`config.mk`:
```
export PLATFORM = sky130hd
export DESIGN_NAME = sep_recip
export DESIGN_NICKNAME = d
export VERILOG_FILES = /design/src/rtl/sep_recip.sv
export SDC_FILE = /design/constraint.sdc
export NUM_CORES = 1
export LEC_CHECK = 0
export BUFFER_PORTS_ARGS = -buffer_cell sky130_fd_sc_hd__clkbuf_2
export CAP_MARGIN = 20
export CORE_ASPECT_RATIO = 0.7
export CORE_MARGIN = 1
export CORE_UTILIZATION = 50
export DETAILED_ROUTE_END_ITERATION = 10
export PLACE_DENSITY = 0.71
export REMOVE_ABC_BUFFERS = 1
export SLEW_MARGIN = 10
export SYNTH_ARGS = -nofsm -noshare
export SYNTH_HDL_FRONTEND = slang
export SYNTH_SLANG_ARGS = --single-unit
```
`constraint.sdc`:
```
create_clock -name clk -period 4.2 [get_ports clk]
set_input_delay 0.63 -clock clk [delete_from_list [all_inputs] [get_ports clk]]
set_output_delay 0.63 -clock clk [all_outputs]
set_load 0.01 [all_outputs]
```
`src/rtl/sep_recip.sv`:
```
module sep_recip (
	input logic clk,
	input logic arst_n,
	input logic start,
	input logic [24:0] r,
	output logic busy,
	output logic [35:0] inv
);

	logic [24:0] r_q;
	logic [24:0] rem_q;
	logic [35:0] quo_q;
	logic [5:0] cnt_q;
	logic busy_q;
	logic [25:0] shifted;

	assign shifted = {rem_q, cnt_q == 6'd48};

	always_ff @(posedge clk or negedge arst_n) begin
		if (!arst_n) begin
			busy_q <= 1'b0;
		end else if (start) begin
			busy_q <= 1'b1;
		end else if (busy_q && cnt_q == 6'd0) begin
			busy_q <= 1'b0;
		end
	end

	always_ff @(posedge clk) begin
		if (start) begin
			r_q <= r;
			rem_q <= '0;
			quo_q <= '0;
			cnt_q <= 6'd48;
		end else if (busy_q) begin
			if (shifted >= {1'b0, r_q}) begin
				rem_q <= 25'(shifted - {1'b0, r_q});
				quo_q <= {quo_q[34:0], 1'b1};
			end else begin
				rem_q <= shifted[24:0];
				quo_q <= {quo_q[34:0], 1'b0};
			end
			cnt_q <= cnt_q - 6'd1;
		end
	end

	assign busy = busy_q;
	assign inv = quo_q;

endmodule

```
Yosys cells after proc, flatten, opt, wreduce, memory -nomap -nowiden
Cells that the tools add are included.
{"block": "totals", "input_bits": 28, "out_inout_bits": 37, "wordCells": 16, "regBits": 93}
{"block": "classes", "n_mux": 4, "magnitude_cmp": 1, "add_sub_neg": 2, "n_eq_ne": 1, "reduce_logical": 3}
{"operator": "$ge A26 B25 Y1", "n": 1}
{"operator": "$mux W25", "n": 1}
{"operator": "$sub A25 B25 Y25", "n": 1}
{"operator": "$eq A6 B6 Y1 const B", "n": 1}
{"operator": "$logic_not A6 Y1", "n": 1}
{"operator": "$sub A6 B1 Y6 const B", "n": 1}
{"operator": "$mux W1", "n": 3}
{"operator": "$reduce_bool A2 Y1", "n": 1}
{"operator": "$logic_and A1 B1 Y1", "n": 1}

Longest topological paths before layout
{"block": "depth", "word_depth": 4, "depth_mapped": 16, "mapped_depth_nobuf": 14}

Least setup slack after synthesis
Ideal clock, no wire load.
{"block": "synth_path", "path_kind": "reg2reg", "from": "register cnt_q[0]", "to": "register rem_q[22]", "synth_period_minus_slack_ns": 3.253, "required_ns": 4.114, "path_buffers": 2, "setup_ns": 0.086, "path_stages_with_launch": 17, "arrival_time_ns": 3.168, "path_slack_ns": 0.947, "cell_sequence": "dfxtp_1 -> inv_1 -> ha_1 -> nand4_1 -> ha_1 -> inv_1 -> fa_1 -> a211oi_1 -> nor2_1 -> o211ai_2 -> o211ai_2 -> a2111o_1 -> and2_4 -> buf_6 -> buf_6 -> mux2i_1 -> a211oi_1"}
{"block": "synth_via", "elab_chain_cells": 3, "elab_cells_between_ends": 4, "cone_classes": "1 x add/sub; 1 x order compare; 1 x eq/ne; 1 x mux"}
{"item": "start, declared", "line_no": "13", "source": "logic [5:0] cnt_q;"}
{"item": "start signal, assigned", "line_no": "43", "source": "cnt_q <= cnt_q - 6'd1;"}
{"item": "$eq A6 B6 Y1 *", "line_no": "17", "source": "assign shifted = {rem_q, cnt_q == 6'd48};"}
{"item": "$sub A25 B25 Y25 / $ge A26 B25 Y1 (equally long branches)", "line_no": "37, 36"}
{"item": "$mux W25 *", "line_no": "36", "source": "if (shifted >= {1'b0, r_q}) begin"}
{"item": "end signal, assigned", "line_no": "37", "source": "rem_q <= 25'(shifted - {1'b0, r_q});"}
{"item": "end signal, assigned", "line_no": "40", "source": "rem_q <= shifted[24:0];"}
{"item": "end, declared", "line_no": "11", "source": "logic [24:0] rem_q;"}
Mark *: on every way between the ends. The rest lies on a longest branch, timed or not.
A chain may end at the register's enable or synchronous reset.

Worst setup path after layout
{"block": "layout_path", "from": "register cnt_q[1]", "to": "register rem_q[0]"}
Same word-level chain as after synthesis.

==> summary.txt <==
Setup path
  – Slowest CP cell: a2111o_1
  – Crit-path max FO: 8
  – R2r setup slk: 0.59 ns
  – Worst EP required: 4.46 ns
  – CP Launch Point: cnt_q[1]
  – CP startpoint kind: flip-flop
  – CP peak stage delay: 0.52 ns
  – Delay-heaviest family, CP: compound AO/OA/AOI/OAI gates
  – Critical path data arrival time: 3.87 ns
  – Worst path bufs/invs: 2
  – Register-to-Register Path Depth: 14
  – Reg2reg start: cnt_q[1]
  – Reg2reg end: rem_q[0]
  – CP Capture Type: flip-flop
  – Cells along the critical path: inv_1 -> ha_1 -> nand4_1 -> ha_1 -> inv_1 -> fa_1 -> a211oi_1 -> nor2_1 -> o211ai_2 -> o211ai_2 -> a2111o_1 -> nand2_2 -> mux2_2 -> a211oi_1
  – Critical path class: flip-flop to flip-flop

Synth
  – Register area share after synthesis: 43.2%
  – Area leader, netlist: dfxtp_1
  – Async SR Flop Fraction: 1.08%
  – Yosys top cell area share: 27.4%
  – EDFF count, synth: 25
  – Synth cell types: 61
  – #FFs+latches synth: 93
  – Synth area leaders: dfxtp_1 (27%), edfxtp_1 (15%), mux2i_1 (9.4%)
  – Post-Syn Area: 4900 µm²
  – Main synth FF type: dfxtp_1
  – Count leader, synth: nor2_1
  – Synth Warn #: 0
  – Cells after Synth: 513
  – Commonest cells post-synth: nor2_1 (71), dfxtp_1 (67), mux2i_1 (46)
  – Mapped Avg Cell Area: 9.55 µm²

Power and ir drop
  – Leak Pwr: 2.70 nW
  – Internal Power: 0.00151 W
  – Clock power frac: 39.3%
  – Peak VDD IR: 254 µV
  – Seq pwr share: 48.5%
  – Pwr dens: 364 nW/µm²
  – Sw frac: 25.8%
  – Net switching power of the design: 0.000523 W
  – Logic gate share of total power: 12.2%

Place
  – Cells after DPL: 677
  – Port buffer count: 64
  – Final Wtd Congestion: 0.905
  – Dpl hpwl: 7420 µm

Timing
  – Worst Tran Pin Value: 0.797 ns
  – Skew final: 0.00937 ns
  – Final hold viol count: 0
  – Max-slew violation count: 0
  – Setup TNS: 0 ns
  – Minimum clock period: 3.61 ns
  – RSZ-0062 raised after global routing: no
  – Setup violators final: 0
  – Period utilization: 86.0%
  – Max_slew headroom: 46.9%
  – Max frequency: 277 MHz

Clock network
  – Clock Pin Slew Worst Setup and Hold Paths: 0.07 ns
  – Post-CTS Resized: 0
  – Clk_lat worst skew: 0.35 ns
  – CTS buffer count: 9
  – CTS tree: done
  – H-tree levels: 3
  – Deepest clock path buffer count: 2
  – Clock Sinks: 93
  – Cts hold-fix bufs: 0
  – Postcts setup bufs: 0
  – CTS Root Cell: clkbuf_16

Global route
  – Global-route wire length before repair: 17600 µm
  – Largest net degree at the start of global routing: 66
  – Vias in the first global route: 3662
  – Remaining global-route overflow: 0
  – Total track usage: 21.7%
  – Initial antenna violation count: 0

Floorplanning
  – # rows: 29
  – Core Footprint: 9290 µm²
  – Die height: 84.8 µm
  – Chip Width: 120 µm
  – I/O pin total: 65
  – Die Area: 10200 µm²
  – Initial Util: 52.7%

Layout
  – Final Core Density: 60.0%
  – Fraction of layout instances using a drive strength above 1: 16.7%
  – Layout Cells excl Fill: 693
  – # fillers: 825
  – ANT cells: 0
  – Layout-stage area growth over the synthesis result: 13.7%
  – Layout Nets: 620

Flow run
  – Max-Cap Viols: 0

Route
  – Initial drt markers: 211
  – Vias post-DR: 3936
  – Via density: 5.68
  – Final WL: 10600 µm
  – Antenna Nets Post-Route: 0
  – Avg WL per Cell: 15.3 µm
  – DR DRC count: 0
  – Drt first pass iters: 5

Run status
  – Status: finished, final reports clean

Min path
  – HP Class: input pin to asynchronous set/reset pin
layout make-up:
type                       count  area (µm²)  share of cell area, %
clock buffer                  11         254                   4.56
clock inverter                 5        37.5                  0.674
inverter                      32         120                   2.16
multi-input combinational    361        2540                   45.6
sequential                    93        2120                   38.1
tap                          124         155                   2.79
timing repair buffer          67         343                   6.16
cell families after synthesis:
family	count (synthesis)	share of synthesized area, %
muxes	48	9.86
DFF	93	43.2
buffers and inverters	59	4.96
AOI/OAI and AO/OA	108	15.8
and+or+nand+nor	157	15.3
xor gates and xnor gates	20	3.58
adders and majority gates	28	7.31
routing by layer:
metal  up-vias  track usage, %  part of all wire, %
li1       1944               -                    -
met1      1841            30.2                   48
met2       132            32.4                   43
met3        19            6.05                  7.8
met4         0            7.30                  1.5
met5         -               0                    0
power groups by stage:
stage | Combinational [W] | Clock (W) | Sequential (W)
floorplan | 0.000173 | 0 | 0.000999
global placement | 0.000234 | 0 | 0.00100
detailed placement | 0.000244 | 0 | 0.00100
CTS | 0.000248 | 0.000817 | 0.000985
global route | 0.000275 | 0.000852 | 0.000990
finish | 0.000247 | 0.000797 | 0.000985
sequential cells by signal (all words and copies together) (netlist names):
name / flops
rem_q: 25
busy: 1
r_q: 25
cnt_q: 6
inv: 36
through the flow:
step	power, W	hold WS, ns	setup WS, ns	area [µm²]
2_1_floorplan	0.00117	0.334	0.921	4780
3_3_place_gp	0.00124	0.407	0.823	5280
3_5_place_dp	0.00125	0.407	0.630	5280
4_1_cts	0.00205	0.0323	0.592	5570
5_1_grt	0.00212	0.0310	0.345	5570
6_report	0.00203	0.0441	0.589	5570
cell usage in the layout (no fill, tap or decap), drive strengths merged, types with 8 or more instances in the layout:
cell type	count
o21ai	16
nand3	8
nand2	32
a211oi	18
a311oi	8
clkbuf	74
edfxtp	25
xnor2	13
nor2	71
a21oi	23
mux2i	46
ha	27
inv	36
dfxtp	67
how the worst max path moves through the flow:
stage	endpoint	slack [ns]	depth (start not counted)
after CTS	rem_q[0]	0.59	14
after global routing	rem_q[0]	0.35	14
final	rem_q[0]	0.59	14
after detailed placement	rem_q[0]	0.63	14
after global placement	rem_q[0]	0.82	14
after floorplan	rem_q[0]	0.92	14
Power figures use the tool's default switching activity.
