**config.mk**
```make
export PLATFORM = sky130hd
export DESIGN_NAME = sep_isqrt
export DESIGN_NICKNAME = d
export VERILOG_FILES = /design/src/rtl/sep_isqrt.sv
export SDC_FILE = /design/constraint.sdc
export NUM_CORES = 1
export LEC_CHECK = 0
export BUFFER_PORTS_ARGS = -buffer_cell sky130_fd_sc_hd__buf_2
export CORE_ASPECT_RATIO = 2
export CORE_UTILIZATION = 50
export CTS_BUF_LIST = sky130_fd_sc_hd__clkbuf_16
export CTS_CLUSTER_DIAMETER = 30
export CTS_CLUSTER_SIZE = 20
export DETAILED_ROUTE_END_ITERATION = 6
export PLACE_DENSITY = 0.68
export SETUP_SLACK_MARGIN = 0.05
export SLEW_MARGIN = 20
export SYNTH_ARGS = -nofsm -noshare
export SYNTH_HDL_FRONTEND = slang
export SYNTH_SLANG_ARGS = --single-unit
```
**constraint.sdc**
```tcl
create_clock -name clk -period 10.5 [get_ports clk]
set_input_delay 0.525 -clock clk [delete_from_list [all_inputs] [get_ports clk]]
set_output_delay 0.525 -clock clk [all_outputs]
set_load 0.02 [all_outputs]
```
**src/rtl/sep_isqrt.sv**
```systemverilog
module sep_isqrt (
	input logic clk,
	input logic arst_n,
	input logic start,
	input logic [49:0] d2,
	output logic busy,
	output logic [24:0] root
);

	logic [49:0] v_q;
	logic [49:0] res_q;
	logic [49:0] bm_q;
	logic busy_q;
	logic [49:0] trial;

	assign trial = res_q + bm_q;

	always_ff @(posedge clk or negedge arst_n) begin
		if (!arst_n) begin
			busy_q <= 1'b0;
		end else if (start) begin
			busy_q <= 1'b1;
		end else if (busy_q && bm_q[0]) begin
			busy_q <= 1'b0;
		end
	end

	always_ff @(posedge clk) begin
		if (start) begin
			v_q <= d2;
			res_q <= '0;
			bm_q <= 50'd1 << 48;
		end else if (busy_q) begin
			if (v_q >= trial) begin
				v_q <= v_q - trial;
				res_q <= (res_q >> 1) + bm_q;
			end else begin
				res_q <= res_q >> 1;
			end
			bm_q <= bm_q >> 2;
		end
	end

	assign busy = busy_q;
	assign root = res_q[24:0];

endmodule

```
# After elaboration in Yosys (flattened, before gate mapping)
# Cells that the tools add are included.
[totals] output_inout_bits=26 mem_count=0 latchBits=0 input_bits=53 register_bits=126 mem_bits_ro=0 mem_bits_rw=0 elab_cells=19
[op_classes] n_eq_ne=0 magnitude_cmp=1 shifts=0 addsub=3 n_reduce_logical=5 div_mod_pow=0 bitwise_logic=0 mul=0 muxes=6
[ops] operator="$mux 50" n=4
[ops] operator="$add 49x49->50" n=1
[ops] operator="$add 50x49->50" n=1
[ops] operator="$ge 50x50->1" n=1
[ops] operator="$sub 50x50->50" n=1
[ops] operator="$reduce_bool 2->1" n=3
[ops] operator="$mux 1" n=2
[ops] operator="$reduce_and 2->1" n=1
[ops] operator="$logic_and 1x1->1" n=1

# Depth between registers and ports, before layout
[depth] depth_word=5 ltp_mapped=25 depth_no_buf=23

# Worst setup path before layout
# Ideal clock, no wire load.
[synth_path] path_kind="register to register" from="reg res_q[22]" to="reg v_q[0], enable pin" setup_ns=0.527 n_path_buf=3 t_arrival_ns=7.741 setup_slack_ns=2.232 required_time_ns=9.973 path_stages_with_launch=22 cell_sequence="dfxtp_1 > ha_1 > nand2_2 > or4_4 > o21ba_1 > or2_1 > nor4b_2 > a2111oi_2 > o21a_1 > o31ai_1 > nand2_1 > xor2_1 > ha_1 > clkbuf_1 > nand3_1 > nor3_1 > nor2_1 > a21oi_1 > o21ai_2 > buf_2 > buf_6 > o21ai_0"
[synth_between] elab_chain_len=4
[synth_rtl] item="start, declared" line="11" text="logic [49:0] res_q;"
[synth_rtl] item="start signal, assigned" line="36" text="res_q <= (res_q >> 1) + bm_q;"
[synth_rtl] item="start signal, assigned" line="38" text="res_q <= res_q >> 1;"
[synth_rtl] item="$add 50x49->50" line="16" text="assign trial = res_q + bm_q;"
[synth_rtl] item="$ge 50x50->1" line="34" text="if (v_q >= trial) begin"
[synth_rtl] item="$reduce_bool 2->1 (no line)"
[synth_rtl] item="$reduce_and 2->1 (no line)"
[synth_rtl] item="end signal, assigned" line="35" text="v_q <= v_q - trial;"
[synth_rtl] item="end, declared" line="10" text="logic [49:0] v_q;"
# Every way passes these cells.
# A chain may end at the register's enable or synchronous reset.

# Final worst setup path
[layout_path] from="reg res_q[18]" to="reg v_q[8], enable pin"
# The elaborated chain is that of the path after synthesis.

==> results.yml <==
sta:
  slew_headroom_pct: 12.7
  setup-tns-final_ns: 0
  fmax_mhz: 153
  drv_slew: 0
  period_minus_slack_ns: 6.54
  tightest_slew_ns: 1.28
  setup_viol: 0
  setup_ws_ns: 3.96
  hold_viol_final: 0
  finalClockSkew_ns: 0.00785
  rsz0062_at_grt: "no"
  post-route-period-util_pct: 62.3
setup_path:
  path_cells: "ha_1, a31oi_1, o31ai_1, a2111oi_1, or2_1, nor4b_2, a2111oi_2, o21a_1, nor2_1, o21ai_0, xor2_1, ha_1, a21o_1, a21o_1, a2111o_1, o21ai_2, nand3b_1, o21ai_4, buf_4, o21ai_4, buf_4"
  worst-setup-path-type: "reg -> reg"
  crit_buf_inv: 2
  cp_top_family: "compound AO/OA/AOI/OAI gates"
  required_ns: 10.60
  crit_path_start_kind: "register"
  slowest_stage: "a2111oi_1"
  worst-path-max-fanout: 62
  arrival_ns: 6.64
  cp.depth: 21
  setup.worst_path.end_class: "register"
  rr_worst_depth: 21
  max_stage_delay_ns: 0.80
logic_synthesis:
  synth_top_cell_by_area: "dfxtp_1"
  avgSynthCellArea_um2: 8.01
  yosysSeqAreaShare_pct: 26.2
  synthCells: 1441
  synth_warnings: 0
  ys_types: 79
  yosys_register_bits: 126
  synth_area_leaders: "dfxtp_1 (13%), edfxtp_1 (13%), ha_1 (11%)"
  synth_top_area_share_pct: 13.0
  synth_ff_type: "dfxtp_1"
  async_flop_share_pct: 0.794
  synth_area_mm2: 0.0115
  synth_fp_nets: 1597
  synth-edff-count: 50
die:
  ios: 79
  start_util_pct: 51.0
  die_area_mm2: 0.0237
  coreArea_mm2: 0.0226
  die_x_um: 109
  rows: 78
  die_height_um: 217
placed_design:
  place.gp.congestion: 0.922
  port_buffers: 78
  place_area_mm2: 0.0119
  dp_hpwl_um: 24300
  post-place-ws_ns: 3.82
routing:
  ant_nets: 0
  drt_first_pass_iters: 5
  wl_um: 32300
  drtIter0Drc: 547
  vias: 10700
  wl_per_cell_um: 18.6
  drc: 0
  avgViaCountPerCell: 6.12
cts:
  cts_tree: "yes"
  clockBufferDepth: 2
  clock_latency_ns: 0.45
  post_cts_resized: 0
  cts_buffers: 17
  h-tree-depth: 4
  cts_root_buffer: "clkbuf_16"
  clk_pin_slew_ns: 0.06
  cts_num_sinks: 126
cells_and_area:
  ff_latch_area_mm2: 0.00303
  drive_gt1_share_pct: 11.3
  fin_util_pct: 55.1
  syn_to_final_growth_pct: 8.14
  postLayoutCellArea_mm2: 0.0125
  multi_input_area_mm2: 0.00792
  nNetsFinal: 1605
  n_fill_cell: 2187
  num_antenna_cells: 0
global_route:
  grt-ovfl-total: 0
  grt_max_degree: 93
  grt_util_all_layers_pct: 28.6
  antenna_found_initial: 0
  grt_pass1_wl_um: 52500
  grt_pass1_vias: 10500
power_and_ir_drop:
  cellPowerDensity_mw_per_mm2: 262
  peakVddDrop_uv: 217
  p_leak_nw: 5.15
hold_path:
  min_path_type: "in -> reg"
  holdPathStages: 3
job:
  maxCapViolations: 0
status:
  status: "finished, final reports clean"
-- metal layers --
metal	vias up	track usage [%]	share of wire, %
met3	90	5.45	3.8
li1	5303	-	-
met4	0	14.7	5.4
met2	255	49.8	51
met1	5009	32.4	40
met5	-	0	0
-- state kept, by name (all words and copies together) (netlist names) --
name	flops
bm_q	25
busy	1
res_q	50
v_q	50
-- where the power goes --
part           switching (W)  internal [W]
clock network       0.000234      0.000386
logic                0.00118      0.000699
registers          0.0000708      0.000701
-- layout by cell type (no fill, tap or decap), drive strengths merged, types with 13 or more instances in the layout --
cell type / Yosys / final
a211oi: 32 / 32
a21o: 32 / 32
a21oi: 86 / 86
a31oi: 40 / 40
buf: 51 / 85
clkbuf: 46 / 20
dfxtp: 75 / 75
edfxtp: 50 / 50
ha: 102 / 102
inv: 31 / 33
mux2i: 42 / 42
nand2: 169 / 169
nand3: 30 / 30
nand4: 18 / 18
nor2: 146 / 146
nor3: 19 / 19
o21a: 15 / 15
o21ai: 137 / 137
o21bai: 19 / 19
o31ai: 13 / 13
or3: 14 / 14
xnor2: 61 / 61
xor2: 51 / 51
-- cells in the mapped netlist, types with 18 or more instances --
| cell type | instances |
|---|---|
| nand2_1 | 167 |
| nor2_1 | 146 |
| o21ai_0 | 124 |
| ha_1 | 102 |
| a21oi_1 | 86 |
| dfxtp_1 | 75 |
| xnor2_1 | 61 |
| xor2_1 | 51 |
| edfxtp_1 | 50 |
| clkbuf_1 | 46 |
| mux2i_1 | 42 |
| a31oi_1 | 40 |
| a21o_1 | 32 |
| a211oi_1 | 31 |
| inv_1 | 31 |
| nand3_1 | 30 |
| buf_4 | 26 |
| nor3_1 | 19 |
| buf_2 | 18 |
| nand4_1 | 18 |
-- layout make-up --
cell class	count	share of cell area (%)
multi-input combinational	1187	63.4
sequential	126	24.3
clock buffer	20	4.01
timing repair buffer	86	3.65
tap	280	2.81
inverter	31	0.932
clock inverter	12	0.872
-- worst register-to-register path, cell delays in order (launching register included) --
cell and delay (ns):
dfxtp_1 0.57, ha_1 0.35, a31oi_1 0.20, o31ai_1 0.14
a2111oi_1 0.80, or2_1 0.22, nor4b_2 0.06, a2111oi_2 0.58
o21a_1 0.27, nor2_1 0.09, o21ai_0 0.23, xor2_1 0.18
ha_1 0.31, a21o_1 0.18, a21o_1 0.18, a2111o_1 0.42
o21ai_2 0.07, nand3b_1 0.15, o21ai_4 0.15, buf_4 0.54
o21ai_4 0.08, buf_4 0.35
-- repair_timing --
| action | in CTS | in global routing |
|---|---|---|
| buffers inserted | 0 | 0 |
| hold buffers | 1 | 0 |
| hold endpoints to repair | 1 | 0 |
-- per-stage QoR --
stage | std cells | power (W) | hold WS, ns
final | 1742 | 0.00327 | 0.352
after global routing | 1742 | 0.00352 | 0.351
after floorplan | 1441 | 0.00222 | 0.229
after CTS | 1742 | 0.00327 | 0.331
after detailed placement | 1709 | 0.00263 | 0.307
after global placement | 1709 | 0.00262 | 0.301
-- worst paths after layout --
path	endpoint	slack, ns	start
max	v_q[8]$_DFFE_PP_	3.96	res_q[18]$_SDFFE_PP0P_
min	v_q[34]$_DFFE_PP_	0.35	d2[34]
max reg2reg	v_q[8]$_DFFE_PP_	3.96	res_q[18]$_SDFFE_PP0P_
min reg2reg	res_q[0]$_SDFFE_PP0P_	0.50	res_q[0]$_SDFFE_PP0P_
max in group asynchronous	busy$_DFFE_PN0P_	10.02	arst_n
min in group asynchronous	busy$_DFFE_PN0P_	0.38	arst_n
-- cells by family (layout without fill, tap and decap cells) --
| group | after synthesis | count (layout) | synth area share, % |
|---|---|---|---|
| AO/OA/AOI/OAI | 460 | 460 | 26.2 |
| XOR/XNOR | 112 | 112 | 8.50 |
| adder cells (fa/ha/maj) | 103 | 103 | 11.2 |
| buffers and inverters | 128 | 149 | 5.33 |
| flip-flops | 126 | 126 | 26.2 |
| multiplexers | 49 | 49 | 4.42 |
| AND/OR/NAND/NOR | 463 | 463 | 18.1 |
(Power assumes the default switching activity.)
